===== src/sv/per_source_kway_merge_reorder_defines.svh =====
// ----------------------------------------------------------------------------
// Assertion macros for the per-source k-way merge reorder block
// Concurrent checks clocked on clk_i and disabled during rst_ni; empty when
// SYNTHESIS is defined.
// ----------------------------------------------------------------------------
`ifndef PER_SOURCE_KWAY_MERGE_REORDER_DEFINES_SVH
`define PER_SOURCE_KWAY_MERGE_REORDER_DEFINES_SVH

`ifndef SYNTHESIS
// property that must hold on every clock edge
`define PSKM_ASSERT(lbl, prop, msg) \
  lbl: assert property (@(posedge clk_i) disable iff (!rst_ni) (prop)) else $error(msg);
// condition that implies another in the next cycle
`define PSKM_ASSERT_NEXT(lbl, ante, cons, msg) \
  lbl: assert property (@(posedge clk_i) disable iff (!rst_ni) (ante) |=> (cons)) \
    else $error(msg);
`else
`define PSKM_ASSERT(lbl, prop, msg)
`define PSKM_ASSERT_NEXT(lbl, ante, cons, msg)
`endif

`endif


===== src/sv/pskm_pkg.sv =====
// ----------------------------------------------------------------------------
// pskm_pkg
// Shared types and constants of the per-source k-way merge reorder block.
// ----------------------------------------------------------------------------
`default_nettype none

package pskm_pkg;

  localparam int unsigned SRC_W   = 2;
  localparam int unsigned CYCLE_W = 63;
  localparam int unsigned PAY_W   = 64;

  // config register
  localparam int unsigned NS_W                = 3;
  localparam logic [NS_W-1:0] NS_RESET        = 3'd4;
  localparam int unsigned APB_AW              = 3;
  localparam int unsigned APB_DW              = 32;
  localparam int unsigned REG_IDX_W           = 1;
  localparam logic [REG_IDX_W-1:0] REG_NUM_SOURCES = 1'b0;

  typedef enum logic [1:0] {
    ST_EMIT  = 2'd0,
    ST_FULL  = 2'd1,
    ST_RANGE = 2'd2
  } status_e;

  typedef struct packed {
    logic               end_of_input;
    logic [SRC_W-1:0]   source_id;
    logic [CYCLE_W-1:0] req_cycle;
    logic [PAY_W-1:0]   payload;
  } in_word_t;

  typedef struct packed {
    status_e            status;
    logic [SRC_W-1:0]   source_id_res;
    logic [CYCLE_W-1:0] req_cycle_res;
    logic [PAY_W-1:0]   payload_res;
    logic               last;
  } out_word_t;

  // classified command passed from front to back
  typedef struct packed {
    logic               drain;
    logic               bad_src;
    logic [SRC_W-1:0]   source_id;
    logic [CYCLE_W-1:0] req_cycle;
    logic [PAY_W-1:0]   payload;
  } cmd_t;

endpackage

`default_nettype wire


===== src/sv/pskm_front.sv =====
// ----------------------------------------------------------------------------
// pskm_front
// Input side: takes words, tags drains and out-of-range sources, and
// holds them in a two-entry command queue for the merge engine.
// ----------------------------------------------------------------------------
`default_nettype none

module pskm_front import pskm_pkg::*; #(
  parameter int MAX_SOURCES = 4,
  localparam int NW = $clog2(MAX_SOURCES + 1)
) (
  input  wire logic          clk_i,
  input  wire logic          rst_ni,
  input  wire logic [NW-1:0] n_eff_i,
  input  wire logic          in_valid_i,
  input  wire in_word_t      in_word_i,
  output logic               in_stall_o,
  output logic               cmd_valid_o,
  output cmd_t               cmd_o,
  input  wire logic          cmd_pop_i
);

  localparam int QDEPTH = 2;
  localparam int QPW    = $clog2(QDEPTH);
  localparam int QCW    = $clog2(QDEPTH + 1);

  cmd_t             q_q [QDEPTH];
  logic [QPW-1:0]   wptr_q, wptr_d, rptr_q, rptr_d;
  logic [QCW-1:0]   cnt_q, cnt_d;
  logic             push;
  cmd_t             cmd_new;

  assign in_stall_o  = (cnt_q == QCW'(QDEPTH));
  assign push        = in_valid_i && !in_stall_o;
  assign cmd_valid_o = (cnt_q != '0);
  assign cmd_o       = q_q[rptr_q];

  always_comb begin
    cmd_new.drain     = in_word_i.end_of_input;
    cmd_new.bad_src   = !in_word_i.end_of_input &&
                        (32'(in_word_i.source_id) >= 32'(n_eff_i));
    cmd_new.source_id = in_word_i.source_id;
    cmd_new.req_cycle = in_word_i.req_cycle;
    cmd_new.payload   = in_word_i.payload;
  end

  always_comb begin
    wptr_d = push ? wptr_q + QPW'(1) : wptr_q;
    rptr_d = cmd_pop_i ? rptr_q + QPW'(1) : rptr_q;
    cnt_d  = cnt_q + QCW'(push) - QCW'(cmd_pop_i);
  end

  always_ff @(posedge clk_i or negedge rst_ni) begin
    if (!rst_ni) begin
      wptr_q <= '0;
      rptr_q <= '0;
      cnt_q  <= '0;
    end else begin
      wptr_q <= wptr_d;
      rptr_q <= rptr_d;
      cnt_q  <= cnt_d;
    end
  end

  always_ff @(posedge clk_i) begin
    if (push) begin
      q_q[wptr_q] <= cmd_new;
    end
  end

endmodule

`default_nettype wire


===== config.mk =====
export PLATFORM = sky130hd
export DESIGN_NAME = pskm_front
export DESIGN_NICKNAME = d
export VERILOG_FILES = /design/src/sv/per_source_kway_merge_reorder_defines.svh /design/src/sv/pskm_pkg.sv /design/src/sv/pskm_front.sv
export SDC_FILE = /design/constraint.sdc
export NUM_CORES = 1
export LEC_CHECK = 0
export BUFFER_PORTS_ARGS = -buffer_cell sky130_fd_sc_hd__clkbuf_2
export CAP_MARGIN = 5
export CORE_MARGIN = 2
export CORE_UTILIZATION = 56
export DETAILED_ROUTE_END_ITERATION = 16
export GPL_TIMING_DRIVEN = 0
export PLACE_DENSITY_LB_ADDON = 0.3
export SYNTH_ARGS = -nofsm -noshare
export SYNTH_HDL_FRONTEND = slang
export SYNTH_SLANG_ARGS = --single-unit
export TNS_END_PERCENT = 1

===== constraint.sdc =====
create_clock -name clk_i -period 16.7 [get_ports clk_i]
set_clock_uncertainty 0.15 [all_clocks]
set_input_delay 0 -clock clk_i [delete_from_list [all_inputs] [get_ports clk_i]]
set_output_delay 0 -clock clk_i [all_outputs]
set_load 0.02 [all_outputs]

# == After elaboration in Yosys (flattened, before gate mapping) ==
# Memory sizes are Yosys's and may differ from the RTL's.
# Index checks and enable logic that the tools add are counted.
# op_classes
addsub,4
order_cmp,1
n_eq_ne,1
n_mux,2
reduce_logical,5
# op_table
op,n
2-bit by 3-bit >= comparator with 1-bit output,1
1-bit adder (second input constant),2
2-bit by 1-bit adder with 2-bit output,1
2-bit == test (second input constant),1
1-bit logical AND,2
1-bit logical NOT,2
1-bit 2-to-1 mux,2
2-bit nonzero test,1
2-bit by 1-bit subtractor with 2-bit output,1
# word_totals
register_bits,4
mem_bits_rw,262
in_bits,137
out_inout_bits,133
wordCells,17
mem_count,1
# mem_list
memory,depth,width,rd,rd_ports_with_merged_regs,write_ports,line_no,source
q_q,2,131,1,0,1,pskm_front.sv:27,cmd_t q_q [QDEPTH];

# == Longest topological paths before layout ==
# depth
ltp_word,5
depth_mapped,7
mapped_depth_nobuf,7

# == Worst setup path after synthesis ==
# No wires, ideal clock.
# synth_timing
kind,register to register
startpoint,reg cnt_q[1]
endpoint,"mem q_q[0][0] (netlist bit), enable pin"
setup_time_ns,0.623
t_arrival_ns,6.031
t_required_ns,15.927
path_slack_ns,9.896
path_stages_with_launch,4
period_less_slack_ns,6.804
path_cell_list,dfrtp_1 -> nand2b_1 -> nand2_1 -> nor2_1
# synth_via
elab_chain_cells,5
# synth_rtl
element,line_no,source
start: declaration,pskm_front.sv:29,"logic [QCW-1:0] cnt_q, cnt_d;"
start signal: assignment,pskm_front.sv:61,cnt_q <= cnt_d;
2-bit == test,pskm_front.sv:33,assign in_stall_o = (cnt_q == QCW'(QDEPTH));
1-bit logical NOT,pskm_front.sv:34,assign push = in_valid_i && !in_stall_o;
1-bit logical AND,pskm_front.sv:34,
1-bit 2-to-1 mux,pskm_front.sv:66,if (push) begin
1-bit 2-to-1 mux (implied by the code),pskm_front.sv:67,q_q[wptr_q] <= cmd_new;
end: declaration,pskm_front.sv:27,
# No other way between the ends.

# == Final worst setup path ==
# layout_timing
startpoint,reg cnt_q[1]
endpoint,"mem q_q[0][45] (netlist bit), enable pin"
# The elaborated chain is that of the path after synthesis.

==> summary.md <==
| Metric | Value |
|---|---|
| Row cnt | 48 |
| First DRT Iteration DRCs | 267 |
| Fin Setup TNS | 0 ns |
| Crit path required time | 16.76 ns |
| Worst-path clk slew | 0.07 ns |
| CTS Sinks | 266 |
| Vias | 5676 |
| Final Slew Violations | 0 |
| Post-synth ARST share | 1.50% |
| Final WL | 22300 um |
| Layout cells sized above 1 | 51.9% |
| Post-CTS Setup Inserts | 0 |
| Reg2reg setup slack | 14.02 ns |
| Cts bufs inserted | 26 |
| Wire length on met3 | 1780 um |
| Count of final hold-check violations | 0 |
| Placed inst area | 11800 um2 |
| Initial antenna violation count | 0 |
| Crit. End Element | flop |
| Setup slack at placement | 14.10 ns |
| Setup violators final | 0 |
| DIE HEIGHT | 138 um |
| RSZ-0062 raised after global routing | no |
| Root Driver | clkbuf_16 |
| Hold Path Class | in -> reg |
| PortBufs | 269 |
| Synth area leader | edfxtp_1 |
| Routed met2 length | 11700 um |
| Fmax | 373 MHz |
| Status | finished clean |
| CP Launch Type | flop |
| Slew @ Worst Pin | 1.00 ns |
| Global-route wire length before repair | 32500 um |
| Post-synthesis cell type count | 18 |
| Grt ovf | 0 |
| Vias in the first global route | 6226 |
| Post-synth EDFFs | 262 |
| Detail Route Antenna Nets | 0 |
| Post-DP HPWL | 13100 um |
| Pin count of the biggest net entering global routing | 70 |
| Slowest library cell on the worst path | nor2_4 |
| Area grow syn2layout | 39.0% |
| Crit-path max FO | 31 |
| Routability congestion estimate | 0.711 |
| Max cap viols | 0 |
| CP peak stage delay | 0.79 ns |
| Total track usage | 22.8% |
| Cell Area, Synth | 10000 um2 |
| Yosys Warn Count | 0 |
| Synth Register Bits | 266 |
| Post-synthesis sequential area ratio | 79.5% |
| Total iterations of the first detailed-routing run | 4 |
| Final Cell Area | 13900 um2 |
| Synthesized area per cell | 23.2 um2 |
| Full die area | 19000 um2 |
| Cell mode on critical path | buf_16 |
| Metal-1 WL | 8420 um |
| Rel. slew slack | 32.9% |
| Core Footprint | 17400 um2 |
| Leakage power | 5.62 nW |
| Pwr Total | 2.38 mW |
| Clock Latency Late Sink | 0.52 ns |
| Main flop type after synthesis | edfxtp_1 |
| Die width | 138 um |
| Share of the synthesized area in the top cell type | 78.5% |
| Top Ports | 270 |
| Crit path DAT | 2.75 ns |
| Max rail drop VDD | 0.117 mV |
| Top Layer Used | met4 |
| Starting Density | 57.6% |
| Diode count | 0 |
| Top cells by area, synth | edfxtp_1 (78%), mux2_4 (12%), mux2_2 (5.7%), buf_6 (1.0%), dfrtp_1 (1.0%) |
| DR vias/cell | 5.12 |
| Final period utilization | 16.1% |
| Nets | 1011 |
| Syn Nets | 573 |
| Worst-path cell chain | nand2b_1 -> nand2_1 -> nor2_4 -> buf_12 -> buf_16 -> buf_16 |
| Clock Path Buffers | 3 |
| Mapped Cells | 432 |
| H-tree levels | 1 |
| CTS tree | built |
| Final Worst Setup Slack | 14.02 ns |
| Critical path class | reg -> reg |
| Min cycle time layout | 2.68 ns |
| PwrDens | 171 nW/um2 |
| Residual DRC | 0 |
| Drt wl/cell | 20.1 um |
[metal layers]
metal	track usage, %	vias to the layer above
met2	42.1	257
li1	-	2584
met3	6.07	34
met1	26.1	2801
met5	0	-
met4	6.01	0
[cells in the final DEF, fill, tap and decap left out]
cell type,instances
nor2_4,1
clkinvlp_4,2
xor2_1,1
buf_16,3
ha_1,4
clkinv_2,3
nand2_1,1
clkbuf_1,5
bufinv_16,1
xnor2_1,3
buf_6,9
edfxtp_1,262
buf_2,5
clkbuf_8,2
or2_2,1
a21oi_1,1
nor3_1,1
buf_8,1
dfrtp_1,4
mux2_2,51
clkbuf_16,27
dlygate4sd3_1,136
nand2b_1,2
buf_12,2
clkbuf_2,269
mux2_4,80
clkinv_1,1
inv_1,4
and3_4,1
[synth_stat cells (2+ instances only)]
master	number
mux2_2	51
edfxtp_1	262
xnor2_1	3
buf_6	9
buf_2	5
dfrtp_1	4
mux2_4	80
nand2b_1	2
ha_1	4
inv_1	4
[critical path: cells and delay by family (launching register included)]
| family | cells | cell delay [ns] |
|---|---|---|
| buffers and inverters | 3 | 0.70 |
| flip-flops | 1 | 0.41 |
| AND/OR/NAND/NOR | 3 | 1.10 |
[logic make-up after synthesis]
kind of cell               synth area share (%)
DFF                                        79.5
muxes                                      17.7
buffers and inverters                      1.56
and+or+nand+nor                           0.374
xor gates and xnor gates                  0.349
adders and majority gates                 0.499
AOI/OAI and AO/OA                        0.0499
[metrics by stage]
step / hold WS, ns / std cells / utilization [%]
after detailed placement: -0.334 / 931 / 67.7
after global placement: -0.341 / 926 / 66.9
after CTS: 0.0281 / 1108 / 80.0
final: 0.0578 / 1108 / 80.0
after floorplan: -0.446 / 432 / -
after global routing: 0.0511 / 1108 / 80.0
[worst paths after layout]
check / from / to / cells past startpoint
setup / recovery: cnt_q[1] / q_q[0][45] / 6
hold / removal: in_word_i[118] / q_q[1][118] / 2
setup reg to reg: cnt_q[1] / q_q[0][45] / 6
hold reg to reg: cnt_q[1] / cnt_q[1] / 1
max in group asynchronous: rst_ni / cnt_q[1] / 3
min in group asynchronous: rst_ni / rptr_q / 3
[layout make-up]
type,instances,area (um2)
Clock inverter,7,63.8
Timing Repair Buffer,410,2830
Inverter,4,15.0
Clock buffer,34,722
Fill cell,849,3480
Multi-Input combinational cell,147,1920
Buffer,15,141
Tap cell,225,282
Sequential cell,266,7970
[what timing repair did]
action | 4_1_cts | 5_1_grt
hold buffers | 136 | 0
hold endpoints to repair | 299 | 0
resized for setup | 0 | 0
[state kept, by name, indices dropped and copies added, names as in the netlist]
register	flops
rptr_q	1
q_q	262
wptr_q	1
cnt_q	2
[power by group]
part	switching, mW	internal [mW]	leakage [nW]
clock	0.231	0.316	0.381
combinational	0.501	0.382	2.76
sequential	0.0418	0.913	2.48
total	0.773	1.61	5.62
Power figures use the tool's default switching activity.
